<file path="src/rtl/core/tsocc_pkg.sv">
`default_nettype none

package tsocc_pkg;

    localparam int OBJECT_COUNT_DEF = 64;
    localparam int STAMP_BITS       = 16;
    localparam int MOMENT_BITS      = 12;
    localparam int INDEX_BITS       = 6;

    localparam logic [MOMENT_BITS-1:0] MOMENT_MAX = '1;

    localparam logic [1:0] OP_READ   = 2'd0;
    localparam logic [1:0] OP_WRITE  = 2'd1;
    localparam logic [1:0] OP_COMMIT = 2'd2;

    localparam logic [1:0] VERDICT_OK       = 2'd0;
    localparam logic [1:0] VERDICT_CONFLICT = 2'd1;
    localparam logic [1:0] VERDICT_SKIPPED  = 2'd2;

    typedef struct packed {
        logic [1:0]            operation;
        logic [INDEX_BITS-1:0] object_index;
        logic [STAMP_BITS-1:0] transaction_stamp;
        logic                  first_in_schedule;
    } t_request;

    typedef struct packed {
        logic [1:0]             verdict;
        logic [MOMENT_BITS-1:0] moment;
    } t_result;

    // table view for the request in the check stage
    typedef struct packed {
        logic                  rd_valid;
        logic                  wr_valid;
        logic [STAMP_BITS-1:0] rd_stamp;
        logic [STAMP_BITS-1:0] wr_stamp;
    } t_lookup;

    typedef struct packed {
        logic                  clear;
        logic                  rd_wr;
        logic                  wr_wr;
        logic [STAMP_BITS-1:0] rd_stamp;
        logic [STAMP_BITS-1:0] wr_stamp;
    } t_update;

endpackage

`default_nettype wire

</file>
<file path="src/rtl/core/tsocc_ram.sv">
`default_nettype none

module tsocc_ram #(
    parameter int WIDTH = 16,
    parameter int DEPTH = 64
) (
    input  wire logic                                        i_clk,
    input  wire logic                                        i_we,
    input  wire logic [((DEPTH > 1) ? $clog2(DEPTH) : 1)-1:0] i_waddr,
    input  wire logic [WIDTH-1:0]                            i_wdata,
    input  wire logic [((DEPTH > 1) ? $clog2(DEPTH) : 1)-1:0] i_raddr,
    output logic      [WIDTH-1:0]                            o_rdata
);

    logic [WIDTH-1:0] r_mem [DEPTH];

    always_ff @(posedge i_clk) begin
        if (i_we) begin
            r_mem[i_waddr] <= i_wdata;
        end
        o_rdata <= r_mem[i_raddr];
    end

endmodule

`default_nettype wire

</file>
<file path="src/rtl/core/tsocc_table.sv">
`default_nettype none

module tsocc_table #(
    parameter int OBJECT_COUNT = 64
) (
    input  wire logic                                               i_clk,
    input  wire logic                                               i_rst_n,
    input  wire logic [((OBJECT_COUNT > 1) ? $clog2(OBJECT_COUNT) : 1)-1:0] i_raddr,
    input  wire logic [((OBJECT_COUNT > 1) ? $clog2(OBJECT_COUNT) : 1)-1:0] i_addr,
    input  wire tsocc_pkg::t_update                                 i_upd,
    output tsocc_pkg::t_lookup                                      o_look
);
    import tsocc_pkg::*;

    localparam int IDX_W = (OBJECT_COUNT > 1) ? $clog2(OBJECT_COUNT) : 1;

    logic [OBJECT_COUNT-1:0] r_rd_valid, n_rd_valid;
    logic [OBJECT_COUNT-1:0] r_wr_valid, n_wr_valid;
    logic [STAMP_BITS-1:0]   rd_q, wr_q;

    // last write of each RAM, covers the read that ran in parallel with it
    logic                  r_frd_v, r_fwr_v;
    logic [IDX_W-1:0]      r_frd_addr, r_fwr_addr;
    logic [STAMP_BITS-1:0] r_frd_data, r_fwr_data;

    tsocc_ram #(
        .WIDTH(STAMP_BITS),
        .DEPTH(OBJECT_COUNT)
    ) u_rd_ram (
        .i_clk  (i_clk),
        .i_we   (i_upd.rd_wr),
        .i_waddr(i_addr),
        .i_wdata(i_upd.rd_stamp),
        .i_raddr(i_raddr),
        .o_rdata(rd_q)
    );

    tsocc_ram #(
        .WIDTH(STAMP_BITS),
        .DEPTH(OBJECT_COUNT)
    ) u_wr_ram (
        .i_clk  (i_clk),
        .i_we   (i_upd.wr_wr),
        .i_waddr(i_addr),
        .i_wdata(i_upd.wr_stamp),
        .i_raddr(i_raddr),
        .o_rdata(wr_q)
    );

    // schedule clear is applied to the valid bits in the check stage
    always_comb begin
        o_look.rd_valid = r_rd_valid[i_addr];
        o_look.wr_valid = r_wr_valid[i_addr];
        o_look.rd_stamp = (r_frd_v && r_frd_addr == i_addr) ? r_frd_data : rd_q;
        o_look.wr_stamp = (r_fwr_v && r_fwr_addr == i_addr) ? r_fwr_data : wr_q;
    end

    always_comb begin
        n_rd_valid = i_upd.clear ? '0 : r_rd_valid;
        n_wr_valid = i_upd.clear ? '0 : r_wr_valid;
        if (i_upd.rd_wr) begin
            n_rd_valid[i_addr] = 1'b1;
        end
        if (i_upd.wr_wr) begin
            n_wr_valid[i_addr] = 1'b1;
        end
    end

    always_ff @(posedge i_clk) begin
        if (!i_rst_n) begin
            r_rd_valid <= '0;
            r_wr_valid <= '0;
            r_frd_v    <= 1'b0;
            r_fwr_v    <= 1'b0;
        end else begin
            r_rd_valid <= n_rd_valid;
            r_wr_valid <= n_wr_valid;
            r_frd_v    <= i_upd.rd_wr;
            r_fwr_v    <= i_upd.wr_wr;
        end
        r_frd_addr <= i_addr;
        r_fwr_addr <= i_addr;
        r_frd_data <= i_upd.rd_stamp;
        r_fwr_data <= i_upd.wr_stamp;
    end

endmodule

`default_nettype wire

</file>
<file path="src/rtl/core/tsocc_check.sv">
`default_nettype none

module tsocc_check #(
    parameter int OBJECT_COUNT = 64
) (
    input  wire logic                  i_valid,
    input  wire tsocc_pkg::t_request   i_req,
    input  wire logic                  i_rolled,
    input  wire tsocc_pkg::t_lookup    i_look,
    output tsocc_pkg::t_update         o_upd,
    output logic [1:0]                 o_verdict
);
    import tsocc_pkg::*;

    logic [STAMP_BITS-1:0] ts;
    logic                  in_range;
    logic                  w_newer, r_newer;
    logic                  clear;
    logic                  rd_v, wr_v;

    always_comb begin
        ts       = i_req.transaction_stamp[STAMP_BITS-1:0];
        in_range = int'(i_req.object_index) < OBJECT_COUNT;
        clear    = i_valid && i_req.first_in_schedule;
        rd_v     = i_look.rd_valid && !clear;
        wr_v     = i_look.wr_valid && !clear;
        w_newer  = wr_v && (i_look.wr_stamp > ts);
        r_newer  = rd_v && (i_look.rd_stamp > ts);

        o_verdict      = VERDICT_OK;
        o_upd.clear    = clear;
        o_upd.rd_wr    = 1'b0;
        o_upd.wr_wr    = 1'b0;
        o_upd.wr_stamp = ts;
        o_upd.rd_stamp = (!rd_v || i_look.rd_stamp < ts) ? ts : i_look.rd_stamp;

        if (i_rolled) begin
            o_verdict = VERDICT_SKIPPED;
        end else if (in_range) begin
            unique case (i_req.operation)
                OP_READ: begin
                    if (w_newer) begin
                        o_verdict = VERDICT_CONFLICT;
                    end else begin
                        o_upd.rd_wr = i_valid;
                    end
                end
                OP_WRITE: begin
                    if (w_newer || r_newer) begin
                        o_verdict = VERDICT_CONFLICT;
                    end else begin
                        o_upd.wr_wr = i_valid;
                    end
                end
                default: begin
                    // commit and the unused code write no stamp to the table
                    o_verdict = VERDICT_OK;
                end
            endcase
        end
    end

endmodule

`default_nettype wire

</file>
<file path="src/rtl/core/timestamp_order_conflict_checker_core.sv">
`default_nettype none

// Timestamp-ordering conflict checker.
// Requests: one schedule operation (read, write or commit) with object index,
// transaction stamp and a first-of-schedule flag, taken when start is high
// and busy is low. busy stays low, so a request can be taken every cycle.
// Results: one per request, on o_result for a single cycle with o_strobe high.
// The verdict is ok, conflict (rollback latched here) or skipped; moment is
// the request's position in its schedule, saturating at its maximum.
// Pipeline: the request enters the input register as the stamp RAM is read,
// then it is checked and held in the result register, which raises o_strobe
// and presents o_result.
// Throughput: one request per cycle; the stamp RAM is read at accept and
// written from the check stage, and a one-entry forward covers back-to-back
// requests to the same object.
// Reset clears the valid bits, the rollback latch and the moment counter;
// stamps need no clearing since an invalid entry is never compared.
// The receiver cannot stall: each result is shown for exactly one cycle.

module timestamp_order_conflict_checker_core #(
    parameter int OBJECT_COUNT = tsocc_pkg::OBJECT_COUNT_DEF
) (
    input  wire logic                i_clk,
    input  wire logic                i_rst_n,
    input  wire logic                start,
    input  wire tsocc_pkg::t_request i_request,
    output logic                     busy,
    output logic                     o_strobe,
    output tsocc_pkg::t_result       o_result
);
    import tsocc_pkg::*;

    localparam int IDX_W = (OBJECT_COUNT > 1) ? $clog2(OBJECT_COUNT) : 1;

    logic                   r_req_v;
    t_request               r_req;
    logic                   r_rolled, n_rolled;
    logic [MOMENT_BITS-1:0] r_moment, n_moment, here;
    logic                   rolled;
    logic [1:0]             verdict;
    t_lookup                look;
    t_update                upd;
    logic                   accept;

    assign busy   = 1'b0;
    assign accept = start && !busy;

    tsocc_table #(
        .OBJECT_COUNT(OBJECT_COUNT)
    ) u_table (
        .i_clk  (i_clk),
        .i_rst_n(i_rst_n),
        .i_raddr(IDX_W'(i_request.object_index)),
        .i_addr (IDX_W'(r_req.object_index)),
        .i_upd  (upd),
        .o_look (look)
    );

    tsocc_check #(
        .OBJECT_COUNT(OBJECT_COUNT)
    ) u_check (
        .i_valid  (r_req_v),
        .i_req    (r_req),
        .i_rolled (rolled),
        .i_look   (look),
        .o_upd    (upd),
        .o_verdict(verdict)
    );

    always_comb begin
        rolled   = r_req.first_in_schedule ? 1'b0 : r_rolled;
        here     = r_req.first_in_schedule ? '0 : r_moment;
        n_moment = (here < MOMENT_MAX) ? here + 1'b1 : here;
        n_rolled = rolled || (verdict == VERDICT_CONFLICT);
    end

    always_ff @(posedge i_clk) begin
        if (!i_rst_n) begin
            r_req_v  <= 1'b0;
            r_rolled <= 1'b0;
            r_moment <= '0;
            o_strobe <= 1'b0;
        end else begin
            r_req_v  <= accept;
            o_strobe <= r_req_v;
            if (r_req_v) begin
                r_rolled <= n_rolled;
                r_moment <= n_moment;
            end
        end
        if (accept) begin
            r_req <= i_request;
        end
        o_result.verdict <= verdict;
        o_result.moment  <= here;
    end

    a_result_latency: assert property (@(posedge i_clk) disable iff (!i_rst_n)
        accept |=> ##1 o_strobe)
        else $error("result strobe missing two cycles after request");

    a_first_moment: assert property (@(posedge i_clk) disable iff (!i_rst_n)
        accept && i_request.first_in_schedule |=> ##1 (o_result.moment == '0))
        else $error("first request of schedule not at moment zero");

    a_verdict_code: assert property (@(posedge i_clk) disable iff (!i_rst_n)
        o_strobe |-> (o_result.verdict == VERDICT_OK ||
                      o_result.verdict == VERDICT_CONFLICT ||
                      o_result.verdict == VERDICT_SKIPPED))
        else $error("bad verdict code");

    a_rollback_latched: assert property (@(posedge i_clk) disable iff (!i_rst_n)
        o_strobe && (o_result.verdict == VERDICT_CONFLICT ||
                     o_result.verdict == VERDICT_SKIPPED) |-> r_rolled)
        else $error("rollback latch clear after conflict or skip");

endmodule

`default_nettype wire
</file>
<file path="config.mk">
export PLATFORM = sky130hd
export DESIGN_NAME = timestamp_order_conflict_checker_core
export DESIGN_NICKNAME = d
export VERILOG_FILES = /design/src/rtl/core/tsocc_pkg.sv /design/src/rtl/core/tsocc_ram.sv /design/src/rtl/core/tsocc_table.sv /design/src/rtl/core/tsocc_check.sv /design/src/rtl/core/timestamp_order_conflict_checker_core.sv
export SDC_FILE = /design/constraint.sdc
export NUM_CORES = 2
export LEC_CHECK = 0
export BUFFER_PORTS_ARGS = -buffer_cell sky130_fd_sc_hd__buf_2
export CORE_MARGIN = 2
export CORE_UTILIZATION = 27
export CTS_BUF_LIST = sky130_fd_sc_hd__clkbuf_8 sky130_fd_sc_hd__clkbuf_16
export CTS_CLUSTER_DIAMETER = 120
export CTS_CLUSTER_SIZE = 24
export DETAILED_ROUTE_END_ITERATION = 8
export HOLD_SLACK_MARGIN = 0.03
export SYNTH_ARGS = -nofsm -noshare
export SYNTH_HDL_FRONTEND = slang
export SYNTH_SLANG_ARGS = --single-unit
</file>
<file path="constraint.sdc">
create_clock -name i_clk -period 7 [get_ports i_clk]
set_input_delay 0.35 -clock i_clk [delete_from_list [all_inputs] [get_ports i_clk]]
set_output_delay 0.35 -clock i_clk [all_outputs]
set_load 0.02 [all_outputs]
</file>
### Word-level counts from Yosys, hierarchy flattened

Memories as Yosys holds them, arrays and structs flattened. A register that Yosys moved wholly into a read port is not among the register bits.
Index checks and enable logic that the tools add are counted.

| operators by class | value |
|---|---|
| $add $sub $neg | 1 |
| multipliers | 0 |
| divide/modulo/power cells | 0 |
| order comparisons | 6 |
| equality and inequality tests | 3 |
| shift-type cells | 0 |
| muxes and demuxes | 29 |
| bitwise logic cells | 2 |
| reduce and logical (&&, ||, !) cells | 14 |

Operator list:

| kind | number |
|---|---|
| two-way mux 64 bit | 4 |
| OR 64 bit | 2 |
| two-way mux 16 bit | 3 |
| greater-than comparator 16 bit | 2 |
| two-way mux 12 bit | 2 |
| < comparator 16 bit | 1 |
| two-way mux 1 bit | 14 |
| adder 12 x 1 -> 12 bit, second input constant | 1 |
| binary-select mux 1 bit (select 6 bit) | 2 |
| < comparator 12 bit, second input constant | 1 |
| logical AND 1 bit | 8 |
| < comparator 6 x 7 -> 1 bit, second input constant | 1 |
| demux 1 bit (select 6 bit) | 1 |
| == test 6 bit | 1 |
| >= comparator 6 x 1 -> 1 bit, second input constant | 1 |
| == test 2 x 1 -> 1 bit, second input constant | 2 |
| two-way mux 2 bit | 2 |
| one-hot mux 2 bit (2 select lines) | 1 |
| logical OR 1 bit | 3 |
| zero test 1 bit | 2 |
| zero test 2 bit | 1 |

| storage, ports and cells | value |
|---|---|
| flip-flop bits (word level) | 222 |
| latch bits | 0 |
| memory bits (writable) | 2,048 |
| ROM bits | 0 |
| input bits | 28 |
| output and inout port bits | 16 |
| memories kept | 2 |

Memories:

| memory | depth | bits a word | read ports | clocked after Yosys merged registers in | write ports | RTL line | text |
|---|---|---|---|---|---|---|---|
| u_table.u_rd_ram.r_mem | 64 | 16 | 1 | 1 | 1 | tsocc_ram.sv:15 | `logic [WIDTH-1:0] r_mem [DEPTH];` |
| u_table.u_wr_ram.r_mem | 64 | 16 | 1 | 1 | 1 | tsocc_ram.sv:15 |  |

### Logic depth before layout (Yosys ltp)

| logic depth | value |
|---|---|
| depth in word-level cells | 11 |
| mapped depth | 20 |

### Hierarchy

A second synthesis with hierarchy kept.

| second synthesis, totals | value |
|---|---|
| cell total of the unflattened synthesis | 4,613 |
| area, all modules | 89,633.5 um^2 |

Modules (own cells, without submodules):

| module | instances | cells each | area an instance (um^2) | seq. area each (um^2) |
|---|---|---|---|---|
| tsocc_ram | 2 | 1,829 | 40,042.2 | 31,069.8 |
| tsocc_table | 1 | 656 | 6,452.4 | 3,363.2 |
| timestamp_order_conflict_checker_core | 1 | 140 | 1,915.6 | 1,331.3 |
| tsocc_check | 1 | 159 | 1,181.1 | 0.0 |

### Worst setup path before layout

No wires, ideal clock.

| timing | value |
|---|---|
| path kind | reg-to-reg |
| start point | register r_req[18] (netlist bit) |
| end point | memory u_table.u_rd_ram.r_mem[0][0], data pin |
| arrival time | 5.631 ns |
| data required time | 6.433 ns |
| setup slack | 0.802 ns |
| stages on the path, launching flop included | 19 |
| buffers on the path | 5 |
| clock period less this slack | 6.198 ns |
| cells stage by stage | edfxtp_1 > buf_4 > buf_4 > buf_2 > xnor2_1 > nand4_1 > nor3_1 > nand2_1 > clkbuf_1 > mux2_2 > ha_1 > a21o_1 > a21o_1 > a221oi_1 > o21ai_0 > a21o_1 > nand3_1 > buf_2 > mux2i_1 |

RTL lines:

| what | RTL line | text |
|---|---|---|
| start, declared | timestamp_order_conflict_checker_core.sv:36 | `t_request r_req;` |
| start signal, assigned | timestamp_order_conflict_checker_core.sv:92 | `r_req <= i_request;` |
| end, declared | tsocc_ram.sv:15 |  |

### Worst setup path after layout

| timing | value |
|---|---|
| start point | register r_req[20] (netlist bit) |
| end point | memory u_table.u_rd_ram.r_mem[41][5], enable pin |

| on the way | value |
|---|---|
| longest elaborated chain between the ends | 10 |
| elaborated cells on any way between the ends | 13 |
| classes of those cells | order compare: 1; eq/ne: 1; mux: 8; reduce/logical: 3 |

RTL lines:

| what | RTL line | text |
|---|---|---|
| == test 6 bit | -- |  |
| logical AND 1 bit | tsocc_table.sv:55 | `o_look.wr_stamp = (r_fwr_v && r_fwr_addr == i_addr) ? r_fwr_data : wr_q;` |
| two-way mux 16 bit | tsocc_table.sv:55 |  |
| greater-than comparator 16 bit | tsocc_check.sv:27 | `w_newer = wr_v && (i_look.wr_stamp > ts);` |
| logical AND 1 bit | tsocc_check.sv:27 |  |
| two-way mux 1 bit | tsocc_check.sv:42 | `if (w_newer) begin` |
| two-way mux 1 bit | tsocc_check.sv:40 | `unique case (i_req.operation)` |
| two-way mux 2 bit | tsocc_check.sv:37 | `if (i_rolled) begin` |
| two-way mux 1 bit | tsocc_ram.sv:18 | `if (i_we) begin` |
| two-way mux 1 bit (implied by the code) | tsocc_ram.sv:19 | `r_mem[i_waddr] <= i_wdata;` |

Parallel ways exist; a longest one is shown, timed or not. The select of a mux whose other input is x is not followed.

==> results.tsv <==
stage	metric	value	unit
setup_path	worst_path_largest_cell_delay	0.90	ns
power	peakVddDrop	220	µV
layout	layout-drive-gt1-share	26.7	%
layout	final_common_cell	edfxtp_1	
flow_run	cap_violations	0	
sta	relSlewSlack	15.6	%
routing	drc	0	
layout	final_cell_mix	edfxtp_1, mux4_2, nand2_1	
global_routing	grt_use_total	13.8	%
floorplanning	io_pins	44	
placement	io_buffers	42	
setup_path	cp.arrival	6.29	ns
floorplanning	die_w	579	µm
sta	report.final.slew_viol_count	0	
sta	fmax	169	MHz
sta	rsz0062_at_grt	false	
floorplanning	fp.dieH	579	µm
yosys	ys.flop_type	edfxtp_1	
power	seqPwrFrac	62.7	%
clocking	cts_resized	0	
global_routing	antenna_found_initial	20	
setup_path	crit_fanout	68	
setup_path	required	7.36	ns
sta	setup_viol	0	
yosys	ys_async_sr_fraction	0	%
clocking	cts_tree	built	
floorplanning	dieArea	0.335	mm²
setup_path	path_cells	xnor2_1, nand4_1, nor3_1, nand2_1, mux2_2, ha_1, a21o_1, a21o_1, a211oi_1, a221o_2, buf_4, o21ai_4, buf_4, nor2_2	
global_routing	grt_start_max_net_pins	133	
routing	drt_iter0_markers	6424	
layout	areaGrowthSynthToFinish	10.9	%
global_routing	grt_first_pass_wirelength	333	mm
sta	fin_tns_setup	0	ns
floorplanning	row_count	211	
clocking	h-tree-depth	3	
yosys	netlist-cell-type-count	63	
yosys	yosysWarnings	0	
floorplanning	start_util	27.1	%
sta	min_period	5.93	ns
sta	setup_ws	1.07	ns
layout	nNetsFinal	4356	
setup_path	crit_slowest_cell	nor2_2	
yosys	synth-edff-count	2073	
setup_path	worst_path_dominant_cell_family	simple AND/OR/NAND/NOR gates	
sta	worst_slew_pin_slew	1.26	ns
clocking	cts-root-buf	clkbuf_16	
layout	multi_input_area	0.0219	mm²
routing	wl	236	mm
power	switching_share	23.3	%
power	p_comb_share	8.1	%
setup_path	start_kind	register	
routing	wl_per_cell	27.0	µm
layout	regArea	0.0668	mm²
placement	dp_hpwl	149	mm
power	power_leakage	29.5	nW
clocking	cts-buffers-inserted	107	
clocking	clkTransAtPathRegs	0.11	ns
sta	finalClockSkew	0.0548	ns
routing	first_pass_iters	6	
yosys	ys_ff_latch	2302	
global_routing	grt_pass1_vias	42451	
clocking	clk_latency	0.78	ns
routing	ant_nets	0	
min_path	worst_hold_path_type	in2reg	
setup_path	cp-end-kind	register	
sta	timing.final.hold_violations	0	
clocking	max-clock-path-buffers	3	
setup_path	critPathKind	reg2reg	
setup_path	path_buf_inv	2	
global_routing	gr-total-overflow	0	
power	pwr-share-clk	29.1	%
power	switching_power	5.67	mW
routing	routed-via-count	43361	
power	p_per_area	246	mW/mm²
run_status	outcome	finished clean	
power	power.internal	18.7	mW
yosys	yosysSeqAreaShare	74.9	%
placement	place_ws	1.20	ns
clocking	clock_sinks	2302	
yosys	syn_avg_cell_area	21.0	µm²
layout	nFillCells	31429	
placement	gp_congestion	0.901	
routing	via_per_inst	4.96	
floorplanning	core_area	0.330	mm²
yosys	syn-cell-area	0.0893	mm²
sta	fin_crit_sh	84.7	%
yosys	synth_nets	4310	
yosys	syn_inst	4249	
[repair_timing]
action / CTS / global route
setup endpoints to repair: 0 / 0
hold buffers: 20 / 0
hold endpoints to repair: 21 / 0
setup buffers: 0 / 0
[final timing paths]
kind | startpoint | end | slack (ns) | depth (start not counted)
worst max-delay path | r_req[20]$_DFFE_PP_ | u_table.u_rd_ram.r_mem[41][5]$_DFFE_PP_ | 1.07 | 14
worst min-delay path | i_request[18] | r_req[18]$_DFFE_PP_ | 0.23 | 1
worst max register to register | r_req[20]$_DFFE_PP_ | u_table.u_rd_ram.r_mem[41][5]$_DFFE_PP_ | 1.07 | 14
worst min register to register | u_table.r_wr_valid[36]$_SDFF_PN0_ | u_table.r_wr_valid[36]$_SDFF_PN0_ | 0.45 | 2
[area by class of cell]
type                    count  share of cell area [%]
flip-flops and latches   2302                    67.5
multi-input cells        1655                    22.1
well taps                4366                    5.52
clock buffers             109                    2.75
repair buffers            196                    1.65
clock inverters            73                   0.364
inverters                  33                   0.125
diodes                      8                  0.0202
[state kept, by name, summed over array words and instances (netlist names)]
signal                    count
u_table.u_wr_ram.o_rdata     16
o_result                     14
r_req                        25
u_table.u_wr_ram.r_mem     1024
u_table.r_frd_addr            6
r_moment                     12
u_table.r_frd_v               1
u_table.r_fwr_data           16
u_table.r_frd_data           16
u_table.r_rd_valid           64
r_rolled                      1
o_strobe                      1
u_table.r_fwr_v               1
u_table.r_wr_valid           64
r_req_v                       1
u_table.u_rd_ram.r_mem     1024
u_table.u_rd_ram.o_rdata     16
[power by group through the flow]
stage / sequential (mW) / combinational (mW) / clock (mW)
6_report: 15.3 / 1.98 / 7.10
5_1_grt: 15.3 / 2.07 / 7.70
4_1_cts: 15.3 / 2.00 / 7.26
3_5_place_dp: 15.6 / 1.99 / 0
3_3_place_gp: 15.6 / 1.95 / 0
2_1_floorplan: 15.6 / 1.04 / 0
[through the flow]
stage | instances | total power, mW | hold slack [ns] | utilization [%] | cell area (µm²)
after global routing | 8736 | 25.1 | 0.199 | 30.0 | 99000
after detailed placement | 8532 | 17.6 | 0.440 | 29.0 | 95700
final | 8742 | 24.4 | 0.230 | 30.0 | 99000
after floorplan | 4249 | 16.7 | 0.343 | - | 89300
after CTS | 8734 | 24.5 | 0.157 | 30.0 | 99000
after global placement | 8532 | 17.6 | 0.428 | 29.0 | 95700
[metal layers]
metal	share of wire, %	track usage, %	routed length [µm]	vias to the layer above
met2	47	21.8	110000	2057
met1	42	19.8	99100	23456
met5	0.013	0	31	-
met3	8.7	2.35	20600	262
met4	2.6	3.52	6210	4
li1	-	-	-	17582
[logic make-up (layout without fill, tap and decap cells)]
kind of cell | count (synthesis) | in the layout | share of synthesized area (%)
AO/OA/AOI/OAI | 295 | 295 | 1.94
XOR/XNOR | 15 | 15 | 0.147
adder cells (fa/ha/maj) | 33 | 33 | 0.463
buffers and inverters | 292 | 411 | 1.41
flip-flops | 2302 | 2302 | 74.9
multiplexers | 766 | 766 | 18.1
other | 1 | 9 | 0.00420
AND/OR/NAND/NOR | 545 | 545 | 3.10
[synthesized netlist by cell type (all sizes together) (9+ instances only)]
library cell,count,area share (%)
a21o,10,0.084
a21oi,11,0.062
a221oi,17,0.17
a22oi,10,0.084
and3,9,0.063
buf,114,0.66
clkbuf,145,0.61
dfxtp,229,5.1
edfxtp,2073,70
ha,33,0.46
inv,33,0.14
mux2,73,0.92
mux2i,25,0.28
mux4,668,17
nand2,247,1.0
nand4,15,0.11
nor2,149,0.63
nor2b,20,0.14
nor4,67,0.83
o21ai,205,1.2
xnor2,11,0.11
Note: power is estimated with default switching activity, not from simulation.
